`src/rtl/lvd_pkg.sv`:
```
`timescale 1ns / 1ps
// ----------------------------------------------------------------------------
// lvd_pkg
// Shared types and constants of the label volume downsampler.
// ----------------------------------------------------------------------------
package lvd_pkg;

  localparam int LabelPortW  = 64;
  localparam int CfgIdxW     = 2;
  localparam int CfgDataW    = 11;
  localparam int RowLenW     = 9;
  localparam int RowCntW     = 9;
  localparam int SliceCntW   = 11;
  localparam int ZFactorW    = 2;
  localparam int SliceW      = 10;
  localparam int MaxSlices   = 1024;

  localparam logic [RowLenW-1:0]   RowLenRst   = 9'd256;
  localparam logic [RowCntW-1:0]   RowCntRst   = 9'd256;
  localparam logic [SliceCntW-1:0] SliceCntRst = 11'd1024;
  localparam logic [ZFactorW-1:0]  ZDeep       = 2'd2;
  localparam logic [ZFactorW-1:0]  ZFactorRst  = ZDeep;

  typedef enum logic [CfgIdxW-1:0] {
    REG_ROW_LENGTH  = 2'd0,
    REG_ROW_COUNT   = 2'd1,
    REG_SLICE_COUNT = 2'd2,
    REG_Z_FACTOR    = 2'd3
  } cfg_reg_e;

  // position flags of the voxel at the head of the stream
  typedef struct packed {
    logic col_odd;
    logic row_odd;
    logic slice_odd;
    logic deep;
    logic vol_last;
  } pos_flags_t;

endpackage

```
`src/rtl/lvd_pos_ctr.sv`:
```
`timescale 1ns / 1ps
// ----------------------------------------------------------------------------
// lvd_pos_ctr
// Configuration registers and raster position counters (x, y, z) with
// end-of-volume detection.
// ----------------------------------------------------------------------------
module lvd_pos_ctr #(
  parameter int MAX_ROW_LENGTH = 256,
  parameter int MAX_ROW_COUNT  = 256
) (
  input  logic                          clk_i,
  input  logic                          rst_ni,
  input  logic                          cfg_we_i,
  input  logic [lvd_pkg::CfgIdxW-1:0]   cfg_index_i,
  input  logic [lvd_pkg::CfgDataW-1:0]  cfg_data_i,
  input  logic                          step_i,
  output logic [$clog2(MAX_ROW_LENGTH)-1:0] col_o,
  output logic [$clog2(MAX_ROW_COUNT)-1:0]  row_o,
  output lvd_pkg::pos_flags_t           flags_o
);

  localparam int ColW = $clog2(MAX_ROW_LENGTH);
  localparam int RowW = $clog2(MAX_ROW_COUNT);
  localparam int RlW  = ($clog2(MAX_ROW_LENGTH + 1) > lvd_pkg::RowLenW) ?
                        $clog2(MAX_ROW_LENGTH + 1) : lvd_pkg::RowLenW;
  localparam int RcW  = ($clog2(MAX_ROW_COUNT + 1) > lvd_pkg::RowCntW) ?
                        $clog2(MAX_ROW_COUNT + 1) : lvd_pkg::RowCntW;
  localparam int ScW  = lvd_pkg::SliceCntW;

  logic [lvd_pkg::RowLenW-1:0]   row_length_q;
  logic [lvd_pkg::RowCntW-1:0]   row_count_q;
  logic [lvd_pkg::SliceCntW-1:0] slice_count_q;
  logic [lvd_pkg::ZFactorW-1:0]  z_factor_q;

  logic [ColW-1:0]           col_q, col_d;
  logic [RowW-1:0]           row_q, row_d;
  logic [lvd_pkg::SliceW-1:0] slice_q, slice_d;

  logic [RlW-1:0] rl_eff, rl_ext;
  logic [RcW-1:0] rc_eff, rc_ext;
  logic [ScW-1:0] sc_eff, last_z;
  logic           deep;
  logic           col_wrap, row_wrap, slice_wrap;
  logic           blk_col, blk_row, blk_slice;

  // clamp the dimensions to their legal ranges
  always_comb begin
    rl_ext = RlW'(row_length_q);
    rc_ext = RcW'(row_count_q);
    if (rl_ext == '0) begin
      rl_eff = RlW'(1);
    end else if (rl_ext > RlW'(MAX_ROW_LENGTH)) begin
      rl_eff = RlW'(MAX_ROW_LENGTH);
    end else begin
      rl_eff = rl_ext;
    end
    if (rc_ext == '0) begin
      rc_eff = RcW'(1);
    end else if (rc_ext > RcW'(MAX_ROW_COUNT)) begin
      rc_eff = RcW'(MAX_ROW_COUNT);
    end else begin
      rc_eff = rc_ext;
    end
    if (slice_count_q == '0) begin
      sc_eff = ScW'(1);
    end else if (slice_count_q > ScW'(lvd_pkg::MaxSlices)) begin
      sc_eff = ScW'(lvd_pkg::MaxSlices);
    end else begin
      sc_eff = slice_count_q;
    end
  end

  assign deep = (z_factor_q == lvd_pkg::ZDeep);

  // positions stay below the dimensions, so "next >= dim" is "pos == dim-1"
  assign col_wrap   = (RlW'(col_q) == rl_eff - RlW'(1));
  assign row_wrap   = (RcW'(row_q) == rc_eff - RcW'(1));
  assign slice_wrap = (ScW'(slice_q) == sc_eff - ScW'(1));

  // last complete block; an odd trailing column or row, and in 2x2x2 mode an odd trailing slice, is dropped
  assign last_z    = deep ? ((sc_eff & ~ScW'(1)) - ScW'(1)) : (sc_eff - ScW'(1));
  assign blk_col   = (RlW'(col_q) == (rl_eff & ~RlW'(1)) - RlW'(1));
  assign blk_row   = (RcW'(row_q) == (rc_eff & ~RcW'(1)) - RcW'(1));
  assign blk_slice = (ScW'(slice_q) == last_z);

  always_comb begin
    col_d   = col_q;
    row_d   = row_q;
    slice_d = slice_q;
    if (cfg_we_i) begin
      col_d   = '0;
      row_d   = '0;
      slice_d = '0;
    end else if (step_i) begin
      if (col_wrap) begin
        col_d = '0;
        if (row_wrap) begin
          row_d   = '0;
          slice_d = slice_wrap ? '0 : slice_q + lvd_pkg::SliceW'(1);
        end else begin
          row_d = row_q + RowW'(1);
        end
      end else begin
        col_d = col_q + ColW'(1);
      end
    end
  end

  always_ff @(posedge clk_i or negedge rst_ni) begin
    if (!rst_ni) begin
      row_length_q  <= lvd_pkg::RowLenRst;
      row_count_q   <= lvd_pkg::RowCntRst;
      slice_count_q <= lvd_pkg::SliceCntRst;
      z_factor_q    <= lvd_pkg::ZFactorRst;
    end else if (cfg_we_i) begin
      unique case (cfg_index_i)
        lvd_pkg::REG_ROW_LENGTH:  row_length_q  <= cfg_data_i[lvd_pkg::RowLenW-1:0];
        lvd_pkg::REG_ROW_COUNT:   row_count_q   <= cfg_data_i[lvd_pkg::RowCntW-1:0];
        lvd_pkg::REG_SLICE_COUNT: slice_count_q <= cfg_data_i[lvd_pkg::SliceCntW-1:0];
        lvd_pkg::REG_Z_FACTOR:    z_factor_q    <= cfg_data_i[lvd_pkg::ZFactorW-1:0];
        default: ;
      endcase
    end
  end

  always_ff @(posedge clk_i or negedge rst_ni) begin
    if (!rst_ni) begin
      col_q   <= '0;
      row_q   <= '0;
      slice_q <= '0;
    end else begin
      col_q   <= col_d;
      row_q   <= row_d;
      slice_q <= slice_d;
    end
  end

  assign col_o             = col_q;
  assign row_o             = row_q;
  assign flags_o.col_odd   = col_q[0];
  assign flags_o.row_odd   = row_q[0];
  assign flags_o.slice_odd = slice_q[0];
  assign flags_o.deep      = deep;
  assign flags_o.vol_last  = blk_col && blk_row && blk_slice;

endmodule
```
`config.mk`:
```
export PLATFORM = sky130hd
export DESIGN_NAME = lvd_pos_ctr
export DESIGN_NICKNAME = d
export VERILOG_FILES = /design/src/rtl/lvd_pkg.sv /design/src/rtl/lvd_pos_ctr.sv
export SDC_FILE = /design/constraint.sdc
export NUM_CORES = 1
export LEC_CHECK = 0
export BUFFER_PORTS_ARGS = -buffer_cell sky130_fd_sc_hd__buf_2
export CORE_UTILIZATION = 56
export DETAILED_ROUTE_END_ITERATION = 6
export GPL_ROUTABILITY_DRIVEN = 0
export PLACE_DENSITY_LB_ADDON = 0.08
export SLEW_MARGIN = 5
export SYNTH_ARGS = -nofsm -noshare
export SYNTH_HDL_FRONTEND = slang
export SYNTH_SLANG_ARGS = --single-unit
export TNS_END_PERCENT = 30
```
`constraint.sdc`:
```
create_clock -name clk_i -period 4.3 [get_ports clk_i]
set_clock_uncertainty 0.05 [all_clocks]
set_input_delay 1.29 -clock clk_i [delete_from_list [all_inputs] [get_ports clk_i]]
set_output_delay 1.29 -clock clk_i [all_outputs]
set_load 0.02 [all_outputs]
```
==> results of run 1 <==
[where the power goes]
part	switching, W	internal [W]	total (W)	leakage, nW
clock network	0.000237	0.000323	0.000561	0.106
registers	0.0000968	0.000600	0.000697	0.721
logic	0.000520	0.000448	0.000969	1.51
[worst register-to-register path, stage by stage (launching register included)]
cell and delay [ps]:
sky130_fd_sc_hd__dfrtp_1 520, sky130_fd_sc_hd__nor4_1 550, sky130_fd_sc_hd__a32oi_1 350, sky130_fd_sc_hd__ha_1 310
sky130_fd_sc_hd__nor3b_1 170, sky130_fd_sc_hd__o22a_1 220, sky130_fd_sc_hd__o221a_2 280, sky130_fd_sc_hd__a2111oi_0 490
sky130_fd_sc_hd__o211ai_1 290, sky130_fd_sc_hd__and2b_4 370, sky130_fd_sc_hd__nand2_2 110, sky130_fd_sc_hd__o31ai_2 280
[state kept, by name, summed over array words and instances, names as in the netlist]
register,count
col_o,8
rc_ext,9
rl_ext,9
row_o,8
slice_count_q,11
slice_q,10
z_factor_q,2
[through the flow]
stage,setup TNS (ps),power (W)
global placement,0,0.00159
finish,-104,0.00223
CTS,-176,0.00220
floorplan,0,0.00137
detailed placement,0,0.00162
global route,-244,0.00234
[cells by family after synthesis]
| logic type | synth area share |
|---|---|
| AND/OR/NAND/NOR | 0.241 |
| AO/OA/AOI/OAI | 0.212 |
| buffers and inverters | 0.0538 |
| flip-flops | 0.293 |
| XOR/XNOR | 0.0934 |
| multiplexers | 0.0840 |
| adder cells (fa/ha/maj) | 0.0230 |
[routing by layer]
metal	up-vias	GRT usage
li1	2181	-
met1	2210	0.390
met2	154	0.515
met3	35	0.0423
met4	0	0.126
met5	-	0
[layout make-up]
| class | instances | area, sq um | area share |
|---|---|---|---|
| Multi-Input combinational cell | 446 | 3270 | 0.583 |
| Sequential cell | 57 | 1430 | 0.256 |
| Timing Repair Buffer | 76 | 480 | 0.0857 |
| Tap cell | 105 | 131 | 0.0234 |
| Clock buffer | 10 | 128 | 0.0228 |
| Clock inverter | 6 | 82.6 | 0.0147 |
| Inverter | 21 | 81.3 | 0.0145 |
[cell usage in the layout, fill, tap and decap left out, types with 6 or more instances in the layout]
cell type | netlist | final
sky130_fd_sc_hd__nand2_1 | 31 | 30
sky130_fd_sc_hd__nand4_1 | 10 | 10
sky130_fd_sc_hd__nor2_1 | 45 | 45
sky130_fd_sc_hd__nor2b_1 | 18 | 18
sky130_fd_sc_hd__buf_4 | 4 | 40
sky130_fd_sc_hd__dfrtp_1 | 53 | 52
sky130_fd_sc_hd__nand3_1 | 17 | 17
sky130_fd_sc_hd__nor4_1 | 11 | 11
sky130_fd_sc_hd__inv_1 | 19 | 19
sky130_fd_sc_hd__ha_1 | 9 | 8
sky130_fd_sc_hd__xor2_1 | 20 | 20
sky130_fd_sc_hd__nor3_1 | 14 | 14
sky130_fd_sc_hd__mux2_2 | 31 | 31
sky130_fd_sc_hd__buf_2 | 6 | 36
sky130_fd_sc_hd__nand2b_1 | 16 | 15
sky130_fd_sc_hd__xnor2_1 | 27 | 27
sky130_fd_sc_hd__a21oi_1 | 17 | 17
sky130_fd_sc_hd__and3_1 | 6 | 6
sky130_fd_sc_hd__or3_1 | 7 | 7
sky130_fd_sc_hd__a31oi_1 | 6 | 6
sky130_fd_sc_hd__nand3b_1 | 7 | 7
sky130_fd_sc_hd__clkbuf_8 | 0 | 9
sky130_fd_sc_hd__o21ai_0 | 31 | 31
[what timing repair did]
item                       CTS  global route
pin swaps                    4             5
setup endpoints to repair    1             1
gates resized for setup      9             3
buffers inserted             4             2
gates cloned                 0             0
[final timing paths]
path,startpoint,end,slack (ps)
worst max-delay path,slice_count_q[4],flags_o[0],-100
worst min-delay path,z_factor_q[0],z_factor_q[0],490
worst max register to register,rc_ext[7],slice_q[9],230
worst min register to register,z_factor_q[0],z_factor_q[0],490
max in group asynchronous,rst_ni,slice_count_q[6],2550
min in group asynchronous,rst_ni,slice_q[6],750
==> results.md, run 1 <==
- A synthesized cell averages 8.62 sq um.
- After floorplanning, the core was divided into 33 placement rows.
- The maximum clock rate is 227 MHz.
- The number of endpoints failing setup at the final stage is 1.
- The fraction of the cycle the final worst path needs is 1.02.
- The clock period minus worst slack is 4400 ps.
- The violation count after the first detailed-routing iteration is 322.
- The slowest library cell on the worst path is sky130_fd_sc_hd__dfrtp_1.
- After detailed routing, the wire length on met1 is 5.92 mm.
- The count of cell instances traversed by the critical path is 12.
- The final reports fail on negative setup slack.
- Setup repair after global routing could not meet its margin everywhere.
- After the flow finishes, the layout carries non-filler instances totaling 721.
- The share of synthesized area in the top cell type comes to 0.271.
- The horizontal extent of the die is 95.4 um.
- The number of buffers and inverters on the critical path is 2.
- The share of synthesized flip-flops with an asynchronous set or reset is 1.00.
- For the pin with the worst max-slew slack, the measured transition is 996 ps.
- The buffer depth of the longest clock path is 2.
- The critical path goes through nor4_4, a32oi_2, ha_1, inv_1, mux2i_1, xnor2_1, and4b_1, nand4_1, a41oi_2, o2111ai_2, a2111oi_4, buf_4.
- The via count of the first global-routing pass is 4,163.
- The count of input and output buffers is 37.
- The core region is 8340 sq um.
- Entering global routing, the biggest net connects 48 pins.
- The count of nets left with antenna violations once routing finished came out at 0.
- The largest single stage delay on the critical path is 410 ps.
- The maximum vdd ir drop is 0.181 mV.
- The cell type contributing the most total cell area after synthesis is sky130_fd_sc_hd__dfrtp_1.
- Pin placement for this block handled 38 I/O pins.
- The number of search-and-repair iterations in the first detailed-routing pass is 5.
- The run finished, with violations left.
- After legalization and detailed placement, the total HPWL measured 9.85 mm.
- The least setup slack across all paths after layout is -104 ps.
- The critical-path maximum fanout is 2.
- The die boundary height is 95.4 um.
- The synthesized design contains 0 enable-type register cells.
- Data arrives at the worst endpoint at 3060 ps.
- The minimum setup slack after placement is 61.0 ps.
- In this run the number of H-tree levels came out at 3.
- The worst setup path is launched from a flip-flop.
- After synthesis, the netlist uses 79 different library cells.
- The residual overflow from global routing is 0.
- The number of antenna violations at the first check in global routing is 0.
- Dividing the detail-routed via count by the number of cells gives 6.35.
- After detailed routing, the total wire length is 13.4 mm.
- Summed over all nets, wire length on met3 after detailed routing comes to 553 um.
- The number of register bits inferred by synthesis is 57.
- The leakage power total is 2.34 nW.
- Dividing the detail-routed wire length by the instance count gives 18.5 um.
- The normalized max-slew margin is 0.327.
- After synthesis the cells add up to 4890 sq um.
- Relative to the synthesized area, the layout overhead comes to 14.7%.
- Counting instances, the worst hold path has a depth of 1.
- Max-cap violations in this run came to 0.
- The clock reaches the later pin of the worst-skew pair after 350 ps.
- Counting every net in the synthesized netlist gives 593.
- Summing all placed instances gives a cell area of 5290 sq um.
- TritonCTS built the clock tree.
- The warning count from the yosys run is 0.
- In this run the clock root is driven by a sky130_fd_sc_hd__clkbuf_8.
- The depth of the worst register-to-register path is 11.
- Among all flip-flop cells after synthesis, the most frequent one is sky130_fd_sc_hd__dfrtp_1.
- Yosys attributes the largest share of cell area to sky130_fd_sc_hd__dfrtp_1 27%, sky130_fd_sc_hd__mux2_2 7.1%, sky130_fd_sc_hd__xnor2_1 4.8%.
- Once layout is complete, the utilization of the core stands at 0.672.
- In the global route stage, overall resource usage came out at 0.305.
- The critical path is of the reg -> out type.
- The final-layout fill cell count is 707.
- The CTS buffer count is 9.
- The initial utilization of the core area, before any placement, comes to 0.586.
- The worst hold-check slack is 491 ps.
- In the detailed route, the total length drawn on met2 is 6.50 mm.
- The number of design rule violations left after detail routing is 0.
- The total power divided by cell area is 397 nW/um^2.
- The die outline area is 9100 sq um.
- The critical path capture point type is an output port.
- The repair_antennas step left the layout with diodes totalling 0.
- The number of clock sinks is 57.
- The largest delay contributor family on the critical path is compound AO/OA/AOI/OAI gates.
- Synthesis produced 567 cells.
- The hold violation count in the final report is 0.
- Clock-pin slew was measured on the worst setup and hold paths at 70 ps.
- By count the netlist is led by 53 x sky130_fd_sc_hd__dfrtp_1, 45 x sky130_fd_sc_hd__nor2_1, 31 x sky130_fd_sc_hd__mux2_2, 31 x sky130_fd_sc_hd__nand2_1, 31 x sky130_fd_sc_hd__o21ai_0.
- The fraction of final layout cells sized beyond drive strength 1 is 0.258.
- The class of the tightest hold or removal check is reg -> reg.
- The share of the Yosys chip area taken by registers is 0.293.
- After routing the design area is 5610 sq um.
- The first global-routing pass estimated 20.9 mm of wire.
- For this block, the via count after detailed routing is 4,580.
- The post-placement cell count is 699.
- After clock tree synthesis, the flow added hold-fix buffers numbering 0.
- Among all cell types in the netlist, the one instantiated most often is sky130_fd_sc_hd__dfrtp_1.
- The highest layer touched by signal routing is met4.
- The net count of the finished layout is 637.
- The endpoint required time on the critical path is 2960 ps.
- The number of max-slew violations in the final report was 0.
Power figures use the tool's default switching activity.
==> inputs of run 2 (changes only) <==
--- a/config.mk
+++ b/config.mk
@@ -6,7 +6,7 @@
 export NUM_CORES = 1
 export LEC_CHECK = 0
 export BUFFER_PORTS_ARGS = -buffer_cell sky130_fd_sc_hd__buf_2
-export CORE_UTILIZATION = 56
+export CORE_UTILIZATION = 65
 export DETAILED_ROUTE_END_ITERATION = 6
 export GPL_ROUTABILITY_DRIVEN = 0
 export PLACE_DENSITY_LB_ADDON = 0.08
==> constraint.sdc (replaced) <==
create_clock -name clk_i -period 5.1 [get_ports clk_i]
set_clock_uncertainty 0.05 [all_clocks]
set_input_delay 1.53 -clock clk_i [delete_from_list [all_inputs] [get_ports clk_i]]
set_output_delay 1.53 -clock clk_i [all_outputs]
set_load 0.02 [all_outputs]
==> results.md, run 2 (synthesis results as in run 1) <==
- The maximum vdd ir drop is 0.248 mV.
- STA classifies the critical path endpoint as an output port.
- The buffer depth of the longest clock path is 2.
- Counting every sink on the clock net gives 57.
- After floorplanning, the core was divided into 31 placement rows.
- The residual overflow from global routing is 0.
- STA classifies the critical path startpoint as a flip-flop.
- The critical-path maximum fanout is 4.
- Traced cell by cell, the critical path runs through clkinv_1, nand2_2, ha_1, or3b_2, a221oi_2, xor2_1, and4b_1, nand4_1, a41oi_2, o2111ai_2, a2111oi_4, buf_2.
- The clock root buffer master is sky130_fd_sc_hd__clkbuf_8.
- Data arrives at the worst endpoint at 3320 ps.
- Leaving out fill and tap cells, the most frequent cells in the layout are 53 x sky130_fd_sc_hd__dfrtp_1, 45 x sky130_fd_sc_hd__nor2_1, 37 x sky130_fd_sc_hd__buf_2.
- Setup violations remaining at the end of the flow were counted as 0.
- The max-cap check violation count is 0.
- The sum of routed wire length over all layers is 12.7 mm.
- In this run, placement finished with an instance count of 672.
- The number of antenna diodes in the final layout is 0.
- The endpoint required time on the critical path is 3520 ps.
- The net count of the finished layout is 614.
- For this design the ratio of total power to cell area is 321 nW/um^2.
- The first-pass GRT wire length is 20.3 mm.
- The number of design rule violations left after detail routing is 0.
- The number of antenna violations at the first check in global routing was 0.
- The number of H-tree levels is 3.
- The count of cells in the finished layout, fillers not included, comes to 692.
- The number of nets with antenna violations after routing is 0.
- Measured against its own limit, the worst slew margin works out to 0.227.
- Summed over all nets, the half-perimeter wirelength after detailed placement is 9.26 mm.
- The violation count after the first detailed-routing iteration is 377.
- The tightest min-delay check is of the reg -> reg type.
- The initial standard-cell utilization of the core is 0.674.
- The register ranked first by flip-flop count is slice_count_q.
- The clock reaches the later pin of the worst-skew pair after 340 ps.
- The largest net degree at the start of global routing is 39.
- The via count of the first global-routing pass is 4,003.
- The flow ran to the end, and the final reports show no timing, DRC or antenna violations.
- Across every metal layer, demand over resource in global routing totals 0.339.
- The count of pins on the block boundary is 38.
- The slowest stage of the critical path is the sky130_fd_sc_hd__dfstp_2 cell.
- TritonCTS built the clock tree.
- In the final layout, the multi-input gates occupy 3250 sq um.
- The die covers 7870 sq um.
- The library cell used most frequently in the layout, excluding fill and tap cells, is sky130_fd_sc_hd__dfrtp_1.
- Compared with the post-synthesis result, the final layout area differs by 9.65%.
- The area of the placeable core is 7250 sq um.
- The total negative slack is 0 ps.
- On the final layout, the worst hold slack is 492 ps.
- The routed wire length per instance is 18.3 um.
- The total number of vias is 4,546.
- Port buffering added 37 buffers.
- Of the cells placed in the final design, the portion with a size suffix greater than 1 is 0.224.
- The die is 88.7 um tall.
- In this run the horizontal extent of the chip is 88.7 um.
- In the routed layout, each cell is associated on average with a via count of 6.57.
- In the final layout, the registers with the most flip-flops are slice_count_q (11), slice_q (10).
- In the finished design, the share of the clock period the worst path needs comes to 0.960.
- In this run, CTS created clock tree buffers numbering 9.
- The number of max-slew violations in the final report is 0.
- The largest single stage delay on the critical path is 550 ps.
- The register with the most flip-flops in the layout has 11 of them.
- The sequential cell area in the final layout is 1440 sq um.
- The clock input transition at the sequential cells of the worst setup and hold paths is 70 ps.
- The clock period minus worst slack is 4900 ps.
- The worst setup path is of the reg -> out kind.
- The hold violation count in the final report is 0.
- Setup repair after global routing left no endpoint under its margin.
- The measured slew at the worst slew-check pin is 1150 ps.
- Fill cells in the final layout number 568.
- Summed over all cells, the static leakage comes to 2.20 nW.
- The total of hold buffers inserted after clock tree synthesis is 0.
- The maximum clock rate is 204 MHz.
- Before antenna repair, the detailed router went through 6 iterations.
[run 2: cell types whose count changed in the layout (fill, tap and decap cells not counted), sizes merged]
cell      previous run  this run
clkinv               4         6
clkbuf              10        12
inv                 20        19
clkinvlp             1         0
buf                 76        53
bufinv               2         0
[run 2: power breakdown]
| part | internal [W] | total (W) | switching (W) |
|---|---|---|---|
| logic | 0.000337 | 0.000733 | 0.000396 |
| registers | 0.000507 | 0.000618 | 0.000111 |
| clock network | 0.000186 | 0.000369 | 0.000183 |
| total | 0.00103 | 0.00172 | 0.000690 |
[run 2: timing repair]
item	4_1_cts	5_1_grt
hold endpoints to repair	0	0
gates resized for setup	1	9
cloned	0	0
setup buffers	0	4
pin swaps	1	3
setup endpoints to repair	1	1
[run 2: path summary, 6_finish.rpt]
kind	startpoint	endpoint	slack [ps]	cells past startpoint
hold reg to reg	slice_q[9]	slice_q[9]	490	1
setup / recovery	rl_ext[8]	flags_o[0]	200	12
max in group asynchronous	rst_ni	rl_ext[8]	3050	2
min in group asynchronous	rst_ni	slice_q[9]	1080	1
hold / removal	slice_q[9]	slice_q[9]	490	1
setup reg to reg	rc_ext[5]	slice_q[3]	840	12
[run 2: area by class of cell]
class                   count  share of cell area
repair buffers             53              0.0570
clock buffers              12              0.0271
well taps                  99              0.0231
inverters                  21              0.0147
clock inverters             4             0.00374
flip-flops and latches     57               0.268
multi-input cells         446               0.607
[run 2: worst max-delay path, delay by kind of cell, from the launching register on]
kind	cells	cell delay [ps]
AOI/OAI and AO/OA	4	890
and+or+nand+nor	4	880
DFF	1	550
adders and majority gates	1	160
buffers and inverters	2	310
xor gates and xnor gates	1	180
[run 2: stage by stage]
stage | area, sq um | setup WS [ps] | utilization | power [W]
after floorplan | 4890 | 181 | - | 0.00114
after CTS | 5280 | 1.18 | 0.728 | 0.00169
after global routing | 5360 | 14.2 | 0.739 | 0.00182
after detailed placement | 5110 | 340 | 0.704 | 0.00131
after global placement | 5110 | 377 | 0.704 | 0.00129
final | 5360 | 202 | 0.739 | 0.00172
[run 2: layer usage]
layer | vias up | part of all wire | track usage
li1 | 2137 | - | -
met3 | 28 | 0.082 | 0.0569
met4 | 0 | 0.023 | 0.122
met5 | - | 0 | 0
met1 | 2173 | 0.45 | 0.496
met2 | 208 | 0.44 | 0.504
